==> config.mk <==
export PLATFORM = sky130hd
export DESIGN_NAME = zero_cross_burst_fire_heater
export DESIGN_NICKNAME = d
export VERILOG_FILES = /design/src/hdl/zcbf_pkg.sv /design/src/hdl/zcbf_burst.sv /design/src/hdl/zcbf_core.sv /design/src/hdl/zero_cross_burst_fire_heater.sv
export SDC_FILE = /design/constraint.sdc
export NUM_CORES = 1
export LEC_CHECK = 0
export BUFFER_PORTS_ARGS = -buffer_cell sky130_fd_sc_hd__buf_2
export CAP_MARGIN = 15
export CORE_UTILIZATION = 40
export CTS_CLUSTER_DIAMETER = 200
export DETAILED_ROUTE_END_ITERATION = 7
export GPL_ROUTABILITY_DRIVEN = 0
export SYNTH_ARGS = -nofsm -noshare
export SYNTH_HDL_FRONTEND = slang
export SYNTH_SLANG_ARGS = --single-unit
==> constraint.sdc <==
create_clock -name clk -period 9 [get_ports clk]
set_input_delay 1.35 -clock clk [delete_from_list [all_inputs] [get_ports clk]]
set_output_delay 1.35 -clock clk [all_outputs]
set_load 0.05 [all_outputs]
==> src/hdl/zcbf_pkg.sv <==
// Package with types and constants of the burst-fire heater controller.
`timescale 1ns / 1ps
package zcbf_pkg;

  localparam int unsigned TEMP_W   = 10;
  localparam int unsigned DIFF_W   = TEMP_W + 1;
  localparam int unsigned TIMER_W  = 16;
  localparam int unsigned COUNT_W  = 5;
  localparam int unsigned ON_W     = 3;
  localparam int unsigned ADDR_W   = 3;
  localparam int unsigned DATA_W   = 32;

  localparam logic [TIMER_W-1:0] FIRE_DELAY_RESET = 16'd2128;

  // Error thresholds of the control update.
  localparam logic signed [DIFF_W-1:0] DIFF_HIGH = 11'sd20;
  localparam logic signed [DIFF_W-1:0] DIFF_MID  = 11'sd10;
  localparam logic signed [DIFF_W-1:0] DIFF_LOW  = 11'sd5;
  localparam logic signed [DIFF_W-1:0] DIFF_ZERO = 11'sd0;

  // Burst patterns picked by the control update.
  localparam logic [COUNT_W-1:0] PERIOD_FAST = 5'd5;
  localparam logic [COUNT_W-1:0] PERIOD_SLOW = 5'd20;
  localparam logic [COUNT_W-1:0] PERIOD_IDLE = 5'd2;
  localparam logic [ON_W-1:0]    ON_FULL     = 3'd5;
  localparam logic [ON_W-1:0]    ON_HALF     = 3'd2;
  localparam logic [ON_W-1:0]    ON_LOW      = 3'd1;
  localparam logic [ON_W-1:0]    ON_TRIM     = 3'd3;
  localparam logic [ON_W-1:0]    ON_NONE     = 3'd0;

  // Register index of the fire delay on the configuration port.
  localparam logic REG_FIRE_DELAY = 1'b0;

  typedef enum logic [1:0] {
    OP_TICK   = 2'd0,
    OP_RISE   = 2'd1,
    OP_FALL   = 2'd2,
    OP_UPDATE = 2'd3
  } op_t;

  typedef struct packed {
    logic [COUNT_W-1:0] period;
    logic [ON_W-1:0]    on_count;
    logic               heating;
  } burst_t;

  typedef struct packed {
    logic indicator;
    logic gate;
  } result_t;

endpackage

==> src/hdl/zcbf_burst.sv <==
// Burst pattern selection from the temperature error.
`timescale 1ns / 1ps
module zcbf_burst (
  input  logic [zcbf_pkg::TEMP_W-1:0] setpoint,
  input  logic [zcbf_pkg::TEMP_W-1:0] measured,
  output zcbf_pkg::burst_t            burst
);

  logic signed [zcbf_pkg::DIFF_W-1:0] diff;

  assign diff = $signed({1'b0, setpoint}) - $signed({1'b0, measured});

  always_comb begin
    burst.heating = 1'b1;
    if (diff > zcbf_pkg::DIFF_HIGH) begin
      burst.period   = zcbf_pkg::PERIOD_FAST;
      burst.on_count = zcbf_pkg::ON_FULL;
    end else if (diff > zcbf_pkg::DIFF_MID) begin
      burst.period   = zcbf_pkg::PERIOD_FAST;
      burst.on_count = zcbf_pkg::ON_HALF;
    end else if (diff > zcbf_pkg::DIFF_LOW) begin
      burst.period   = zcbf_pkg::PERIOD_FAST;
      burst.on_count = zcbf_pkg::ON_LOW;
    end else if (diff > zcbf_pkg::DIFF_ZERO) begin
      burst.period   = zcbf_pkg::PERIOD_SLOW;
      burst.on_count = zcbf_pkg::ON_TRIM;
    end else begin
      burst.period   = zcbf_pkg::PERIOD_IDLE;
      burst.on_count = zcbf_pkg::ON_NONE;
      burst.heating  = 1'b0;
    end
  end

endmodule

==> src/hdl/zcbf_core.sv <==
// Event processing: cycle counter, fire delay timer and gate state.
`timescale 1ns / 1ps
module zcbf_core (
  input  logic                         clk,
  input  logic                         rst_n,
  input  logic                         accept,
  input  zcbf_pkg::op_t                op,
  input  logic                         enable,
  input  logic [zcbf_pkg::TEMP_W-1:0]  setpoint,
  input  logic [zcbf_pkg::TEMP_W-1:0]  measured,
  input  logic [zcbf_pkg::TIMER_W-1:0] fire_delay,
  output zcbf_pkg::result_t            result_nxt
);

  logic [zcbf_pkg::COUNT_W-1:0] cycle_count_r, cycle_count_nxt;
  logic [zcbf_pkg::COUNT_W-1:0] period_r, period_nxt;
  logic [zcbf_pkg::ON_W-1:0]    on_count_r, on_count_nxt;
  logic                         gate_r, gate_nxt;
  logic                         running_r, running_nxt;
  logic [zcbf_pkg::TIMER_W-1:0] timer_r, timer_nxt;
  logic                         indicator_r, indicator_nxt;

  logic [zcbf_pkg::TIMER_W-1:0] timer_inc;
  logic [zcbf_pkg::COUNT_W-1:0] count_inc;
  logic [zcbf_pkg::COUNT_W-1:0] count_wrap;
  logic [zcbf_pkg::COUNT_W-1:0] on_wide;
  zcbf_pkg::burst_t             burst;

  zcbf_burst u_burst (
    .setpoint (setpoint),
    .measured (measured),
    .burst    (burst)
  );

  assign timer_inc  = timer_r + zcbf_pkg::TIMER_W'(1);
  assign count_inc  = cycle_count_r + zcbf_pkg::COUNT_W'(1);
  assign count_wrap = (count_inc > period_r) ? '0 : count_inc;
  assign on_wide    = {{(zcbf_pkg::COUNT_W - zcbf_pkg::ON_W){1'b0}}, on_count_r};

  always_comb begin
    cycle_count_nxt = cycle_count_r;
    period_nxt      = period_r;
    on_count_nxt    = on_count_r;
    gate_nxt        = gate_r;
    running_nxt     = running_r;
    timer_nxt       = timer_r;
    indicator_nxt   = indicator_r;
    if (accept) begin
      case (op)
        zcbf_pkg::OP_TICK: begin
          if (running_r) begin
            timer_nxt = timer_inc;
            if (timer_inc == fire_delay) begin
              running_nxt = 1'b0;
              timer_nxt   = '0;
              if (cycle_count_r < on_wide) begin
                gate_nxt = 1'b1;
              end
            end
          end
        end
        zcbf_pkg::OP_RISE: begin
          if (!enable) begin
            gate_nxt = 1'b0;
          end else begin
            cycle_count_nxt = count_wrap;
            if (count_wrap >= on_wide) begin
              gate_nxt = 1'b0;
            end
          end
        end
        zcbf_pkg::OP_FALL: begin
          if (!enable) begin
            gate_nxt = 1'b0;
          end else begin
            running_nxt = 1'b1;
          end
        end
        zcbf_pkg::OP_UPDATE: begin
          period_nxt    = burst.period;
          on_count_nxt  = burst.on_count;
          indicator_nxt = burst.heating;
          if (burst.heating) begin
            cycle_count_nxt = '0;
          end
        end
        default: begin
          gate_nxt = gate_r;
        end
      endcase
    end
  end

  always_ff @(posedge clk) begin
    if (!rst_n) begin
      cycle_count_r <= '0;
      period_r      <= '0;
      on_count_r    <= '0;
      gate_r        <= 1'b0;
      running_r     <= 1'b0;
      timer_r       <= '0;
      indicator_r   <= 1'b0;
    end else begin
      cycle_count_r <= cycle_count_nxt;
      period_r      <= period_nxt;
      on_count_r    <= on_count_nxt;
      gate_r        <= gate_nxt;
      running_r     <= running_nxt;
      timer_r       <= timer_nxt;
      indicator_r   <= indicator_nxt;
    end
  end

  assign result_nxt.gate      = gate_nxt;
  assign result_nxt.indicator = indicator_nxt;

endmodule

==> src/hdl/zero_cross_burst_fire_heater.sv <==
// Top level of the zero-cross burst-fire triac heater controller.
`timescale 1ns / 1ps
//
//  Channel   Direction  Contents
//  in_*      slave      one event request: operation in tuser, enable and temperatures
//  out_*     master     one result request per event: triac gate and heating indicator
//  cfg_*     APB slave  fire delay register at byte address 0
//
// For every event, the state registers in the core update at the edge that accepts the
// request, and the result register holds the state after it.
// A new request is accepted in every cycle while the result register is empty or
// being drained, so a stalled result side holds back only the input side.
// Reset is synchronous and active low; it returns all state to zero, the fire delay
// to 2128 ticks and empties the result register.
module zero_cross_burst_fire_heater (
  input  logic        clk,
  input  logic        rst_n,
  // Input events.
  input  logic        in_tvalid,
  output logic        in_tready,
  input  logic [23:0] in_tdata,   // [0] enable, [10:1] setpoint, [20:11] measured
  input  logic [1:0]  in_tuser,   // [1:0] operation
  // Results.
  output logic        out_tvalid,
  input  logic        out_tready,
  output logic [7:0]  out_tdata,  // [0] triac_on, [1] heating_indicator
  // Configuration.
  input  logic                          cfg_psel,
  input  logic                          cfg_penable,
  input  logic                          cfg_pwrite,
  input  logic [zcbf_pkg::ADDR_W-1:0]   cfg_paddr,
  input  logic [zcbf_pkg::DATA_W-1:0]   cfg_pwdata,
  output logic [zcbf_pkg::DATA_W-1:0]   cfg_prdata,
  output logic                          cfg_pready
);

  logic                         in_accept;
  logic                         cfg_write;
  logic [zcbf_pkg::TIMER_W-1:0] fire_delay_r;
  logic                         out_valid_r, out_valid_nxt;
  zcbf_pkg::result_t            out_result_r;
  zcbf_pkg::result_t            result_nxt;

  // The result register frees up in the same cycle it is drained.
  assign in_tready = !out_valid_r || out_tready;
  assign in_accept = in_tvalid && in_tready;

  zcbf_core u_core (
    .clk        (clk),
    .rst_n      (rst_n),
    .accept     (in_accept),
    .op         (zcbf_pkg::op_t'(in_tuser)),
    .enable     (in_tdata[0]),
    .setpoint   (in_tdata[10:1]),
    .measured   (in_tdata[20:11]),
    .fire_delay (fire_delay_r),
    .result_nxt (result_nxt)
  );

  // Configuration port: the single register is decoded from the word index bit.
  assign cfg_pready = 1'b1;
  assign cfg_write  = cfg_psel && cfg_penable && cfg_pwrite && cfg_pready;

  always_ff @(posedge clk) begin
    if (!rst_n) begin
      fire_delay_r <= zcbf_pkg::FIRE_DELAY_RESET;
    end else if (cfg_write && (cfg_paddr[2] == zcbf_pkg::REG_FIRE_DELAY)) begin
      fire_delay_r <= cfg_pwdata[zcbf_pkg::TIMER_W-1:0];
    end
  end

  always_comb begin
    cfg_prdata = '0;
    if (cfg_paddr[2] == zcbf_pkg::REG_FIRE_DELAY) begin
      cfg_prdata = {{(zcbf_pkg::DATA_W - zcbf_pkg::TIMER_W){1'b0}}, fire_delay_r};
    end
  end

  // Result register.
  always_comb begin
    out_valid_nxt = out_valid_r;
    if (in_accept) begin
      out_valid_nxt = 1'b1;
    end else if (out_tready) begin
      out_valid_nxt = 1'b0;
    end
  end

  always_ff @(posedge clk) begin
    if (!rst_n) begin
      out_valid_r <= 1'b0;
    end else begin
      out_valid_r <= out_valid_nxt;
    end
  end

  always_ff @(posedge clk) begin
    if (in_accept) begin
      out_result_r <= result_nxt;
    end
  end

  assign out_tvalid = out_valid_r;
  assign out_tdata  = {6'b0, out_result_r.indicator, out_result_r.gate};

endmodule

==> flow_summary.html <==
<table>
<tr><th>Metric</th><th>Value</th></tr>
<tr><th colspan="2">CTS</th></tr>
<tr><td>Level count of the clock H-tree</td><td>2</td></tr>
<tr><td>Clock root buffer</td><td>sky130_fd_sc_hd__clkbuf_8</td></tr>
<tr><td>Clock transition at the registers of the reported paths</td><td>0.10 ns</td></tr>
<tr><td>Number of buffers on the longest clock path</td><td>2</td></tr>
<tr><td>Total setup buffers inserted after CTS</td><td>0</td></tr>
<tr><td>CTS Hold Bufs</td><td>0</td></tr>
<tr><td>Number of buffers inserted during clock tree synthesis</td><td>5</td></tr>
<tr><td>Worst skew pair latency</td><td>approximately 0.3 ns</td></tr>
<tr><td>Number of instances resized during post-cts repair</td><td>0</td></tr>
<tr><td>CTS tree</td><td>done</td></tr>
<tr><td>Num Clock Sinks</td><td>50</td></tr>
<tr><th colspan="2">Floorplan</th></tr>
<tr><td>Horiz. Die Dim</td><td>103 um</td></tr>
<tr><td>Area of the core</td><td>9770 sq um</td></tr>
<tr><td>Die Span Y</td><td>103 um</td></tr>
<tr><td>Rows</td><td>36</td></tr>
<tr><td>Total I/O pin count</td><td>111</td></tr>
<tr><td>DIE AREA</td><td>10500 sq um</td></tr>
<tr><td>Initial core utilization</td><td>41.4%</td></tr>
<tr><th colspan="2">Timing</th></tr>
<tr><td># setup viols final</td><td>0</td></tr>
<tr><td>Max Clock Freq</td><td>0.250 GHz</td></tr>
<tr><td>RSZ-0062 raised after global routing</td><td>false</td></tr>
<tr><td>Final critical-path required period</td><td>4.00 ns</td></tr>
<tr><td>Worst Slack Setup Final</td><td>5.00 ns</td></tr>
<tr><td>Relative slew slack</td><td>46.5%</td></tr>
<tr><td>Final Max Slew Viols</td><td>0</td></tr>
<tr><td>Actual slew at the worst max-slew pin</td><td>0.801 ns</td></tr>
<tr><td>Post-route setup TNS</td><td>0 ns</td></tr>
<tr><td>Hold violation total from the final report</td><td>0</td></tr>
<tr><td>Period Utilization, post-route</td><td>around 44%</td></tr>
<tr><td>Clock tree skew after final layout</td><td>0.00891 ns</td></tr>
<tr><th colspan="2">Worst setup path</th></tr>
<tr><td>R2r setup slk</td><td>5.22 ns</td></tr>
<tr><td>R2r endpoint</td><td>out_tdata[0]$_DFFE_PP_</td></tr>
<tr><td>Max Fanout on Critical Path</td><td>8</td></tr>
<tr><td>Critical path startpoint category</td><td>input port</td></tr>
<tr><td>R2r startpoint</td><td>u_core.timer_r[0]$_SDFFE_PN0P_</td></tr>
<tr><td>Cells along the critical path</td><td>buf_2, inv_1, ha_1, inv_1, fa_1, a211oi_1, or3_1, nand2_1, a41oi_1, o22ai_1, o31ai_1, nand2_1</td></tr>
<tr><td>Crit end category</td><td>register</td></tr>
<tr><td>Classification of the worst setup path</td><td>in -&gt; reg</td></tr>
<tr><td>Worst Reg2Reg Path Length in Cells</td><td>8</td></tr>
<tr><td>Worst Path Arrival</td><td>between 4 and 5 ns</td></tr>
<tr><td>Required time of the worst setup path</td><td>9.02 ns</td></tr>
<tr><td>Beginning of the critical path</td><td>in_tdata[1]</td></tr>
<tr><td>Slowest stage cell on the critical path</td><td>sky130_fd_sc_hd__o31ai_1</td></tr>
<tr><td>Critical Path Max Stage Delay</td><td>between 0.6 and 0.7 ns</td></tr>
<tr><th colspan="2">Placed design</th></tr>
<tr><td>Placed wire-length estimate</td><td>7.26 mm</td></tr>
<tr><td>Number of port buffers</td><td>66</td></tr>
<tr><td>Placed cell area</td><td>4330 sq um</td></tr>
<tr><td>Setup slack at placement</td><td>~4.7 ns</td></tr>
<tr><th colspan="2">Finish</th></tr>
<tr><td>Net count, final</td><td>around 700</td></tr>
<tr><td>Syn-to-layout area delta</td><td>9.90%</td></tr>
<tr><td>Non-Filler Cell Area, Final</td><td>4440 sq um</td></tr>
<tr><td>Layout fillers</td><td>1017</td></tr>
<tr><td>Proportion of layout cells with a drive suffix above 1</td><td>13.8%</td></tr>
<tr><td>Most used cells in the layout excluding fill and tap cells</td><td>sky130_fd_sc_hd__nand2_1 (84), sky130_fd_sc_hd__buf_2 (66), sky130_fd_sc_hd__dfxtp_1 (48)</td></tr>
<tr><td>Footprint of the multi-input gates</td><td>2700 sq um</td></tr>
<tr><td>Most common cell after layout, fill and taps aside</td><td>sky130_fd_sc_hd__nand2_1</td></tr>
<tr><td>Number of diodes added for antenna fixing</td><td>0</td></tr>
<tr><td>FF/Latch Area</td><td>~1000 sq um</td></tr>
<tr><th colspan="2">Drt</th></tr>
<tr><td>Number of iterations in the first detailed-routing pass</td><td>5</td></tr>
<tr><td>Total wire length after detailed routing</td><td>9.69 mm</td></tr>
<tr><td># DRC</td><td>0</td></tr>
<tr><td>Average routed wire per standard cell</td><td>13.3 um</td></tr>
<tr><td>Count of antenna-violating nets left after detailed routing</td><td>0</td></tr>
<tr><td>Number of vias per cell after detailed routing</td><td>approximately 5.4</td></tr>
<tr><td>Detailed-route via count</td><td>3947</td></tr>
<tr><td>Iteration-0 DRC Markers</td><td>192</td></tr>
<tr><th colspan="2">Power and ir drop</th></tr>
<tr><td>Cell internal power dissipation</td><td>about 0.35 mW</td></tr>
<tr><td>Seq pwr share</td><td>44.2%</td></tr>
<tr><td>Power per standard cell area</td><td>117 nW/um^2</td></tr>
<tr><td>Part of the power in combinational logic</td><td>24.6%</td></tr>
<tr><td>Worst vdd rail ir drop</td><td>approximately 0.00007 V</td></tr>
<tr><td>Total Power Consumption</td><td>around 0.52 mW</td></tr>
<tr><td>Switching power as a share of total power</td><td>roughly a third</td></tr>
<tr><td>Part of the power in the clock network</td><td>a little under a third</td></tr>
<tr><td>Leak pwr</td><td>1.94 nW</td></tr>
<tr><td>Net switching power</td><td>0.171 mW</td></tr>
<tr><th colspan="2">Synth</th></tr>
<tr><td>Largest family of logic cells by synthesized area</td><td>simple AND/OR/NAND/NOR gates</td></tr>
<tr><td>Sequential fraction of the synthesis area</td><td>25.3%</td></tr>
<tr><td>Simple-gate share of the synthesized area</td><td>30.9%</td></tr>
<tr><td>Post-synthesis share of cell area spent on full adders, half adders and majority gates</td><td>between 8 and 9%</td></tr>
<tr><td>Share of flip-flops with an asynchronous set or reset after synthesis</td><td>0%</td></tr>
<tr><td>Distinct cells, synth</td><td>62</td></tr>
<tr><td>Cell area after technology mapping</td><td>4040 sq um</td></tr>
<tr><td>Share of the synthesized area in compound gates (AO/OA/AOI/OAI)</td><td>18.4%</td></tr>
<tr><td>Proportion of synthesized area in mux cells</td><td>less than 1%</td></tr>
<tr><td>Post-Syn Instances</td><td>550</td></tr>
<tr><td>EDFF count, synth</td><td>2</td></tr>
<tr><td>Count of yosys warnings during synthesis</td><td>0</td></tr>
<tr><td>Synth Register Bits</td><td>50</td></tr>
<tr><td>Most used DFF post-synth</td><td>sky130_fd_sc_hd__dfxtp_1</td></tr>
<tr><td>Syn avg cell area</td><td>between 7 and 8 sq um</td></tr>
<tr><td>XOR/XNOR share of the synthesized area</td><td>a little under 6%</td></tr>
<tr><th colspan="2">Job</th></tr>
<tr><td>Maximum capacitance violations</td><td>0</td></tr>
<tr><th colspan="2">Global routing</th></tr>
<tr><td>Global-route wire length before repair</td><td>between 15 and 20 mm</td></tr>
<tr><td>Initial antenna violation count</td><td>0</td></tr>
<tr><td>Largest net degree at the start of global routing</td><td>37</td></tr>
<tr><td>Overflow left after global routing</td><td>0</td></tr>
<tr><td>Via count of the first global-routing pass</td><td>roughly 3700</td></tr>
<tr><td>Gr usage total</td><td>19.3%</td></tr>
<tr><th colspan="2">Outcome</th></tr>
<tr><td>Outcome</td><td>complete, no violations</td></tr>
<tr><th colspan="2">Min path</th></tr>
<tr><td>Launch instance of the worst min-delay path</td><td>u_core.on_count_r[2]$_SDFFE_PN0P_</td></tr>
<tr><td>Hold depth</td><td>2</td></tr>
<tr><td>Hold Path Class</td><td>reg -&gt; reg</td></tr>
<tr><td>Min-Delay Endpoint</td><td>u_core.on_count_r[2]$_SDFFE_PN0P_</td></tr>
</table>
-- area by class of cell --
class / instances / area share, %
repair buffers: 67 / 7.60
well taps: 133 / 3.75
flip-flops and latches: 50 / 23.0
multi-input cells: 438 / 60.7
inverters: 30 / 2.53
clock buffers: 6 / 1.63
clock inverters: 2 / 0.845
-- routing by layer --
layer / up-vias / global-route usage (%) / part of all wire [%]
met5: - / 0 / 0
li1: 1985 / - / -
met3: 9 / 2.71 / 4.2
met1: 1842 / 26.1 / 50
met2: 111 / 32.7 / 45
met4: 0 / 4.18 / 0.98
-- metrics by stage --
step           hold WS, ns  cells  utilization [%]
2_1_floorplan        0.432    571                -
3_3_place_gp         0.444    718             44.3
3_5_place_dp         0.450    718             44.3
4_1_cts              0.462    726             45.5
5_1_grt              0.489    726             45.5
6_report             0.459    726             45.5
-- synth_stat cells (all sizes together), types with 7 or more instances --
cell type  count  area share [%]
nor4          15             2.3
clkbuf        22             2.0
inv           29             2.7
nor3          11             1.6
and3          17             2.6
nand2         84             7.8
xor2          11             2.4
o22ai         16             2.5
and2           7             1.1
o21ai         28             3.5
xnor2         16             3.5
dfxtp         48              24
ha            25             7.7
nor2b         23             3.6
a21oi         35             4.4
nor2          20             1.9
buf           31             5.2
nand3         30             4.3
-- sequential cells by signal, indices dropped and copies added, names as in the netlist --
name and flops:
fire_delay_r 16, u_core.timer_r 16, u_core.cycle_count_r 5, u_core.period_r 4, u_core.on_count_r 3, out_tdata 2, out_tvalid 1, u_core.gate_r 1
u_core.indicator_r 1, u_core.running_r 1
-- power by group through the flow --
stage / logic (mW) / registers [mW] / clock network, mW
after floorplan: 0.103 / 0.236 / 0
after global placement: 0.125 / 0.234 / 0
after detailed placement: 0.127 / 0.234 / 0
after CTS: 0.127 / 0.229 / 0.165
after global routing: 0.142 / 0.230 / 0.174
final: 0.128 / 0.229 / 0.162
-- cells by family after synthesis --
kind of cell,count (synthesis)
AO/OA/AOI/OAI,119
other,2
adder cells (fa/ha/maj),27
buffers and inverters,83
AND/OR/NAND/NOR,238
multiplexers,4
XOR/XNOR,27
flip-flops,50
-- worst max path at each step --
stage,end,cells after the start
6_report,out_tdata[1]$_DFFE_PP_,12
5_1_grt,out_tdata[1]$_DFFE_PP_,12
4_1_cts,out_tdata[1]$_DFFE_PP_,12
3_5_place_dp,out_tdata[1]$_DFFE_PP_,12
3_3_place_gp,out_tdata[1]$_DFFE_PP_,12
2_1_floorplan,u_core.cycle_count_r[2]$_SDFFE_PN0P_,12
-- worst max-delay path: cells and delay by family --
kind,cells,cell delay (ns)
buffers and inverters,3,0.20
adders and majority gates,2,0.63
AOI/OAI and AO/OA,4,1.44
and+or+nand+nor,3,0.41
Note: power is estimated with default switching activity, not from simulation.
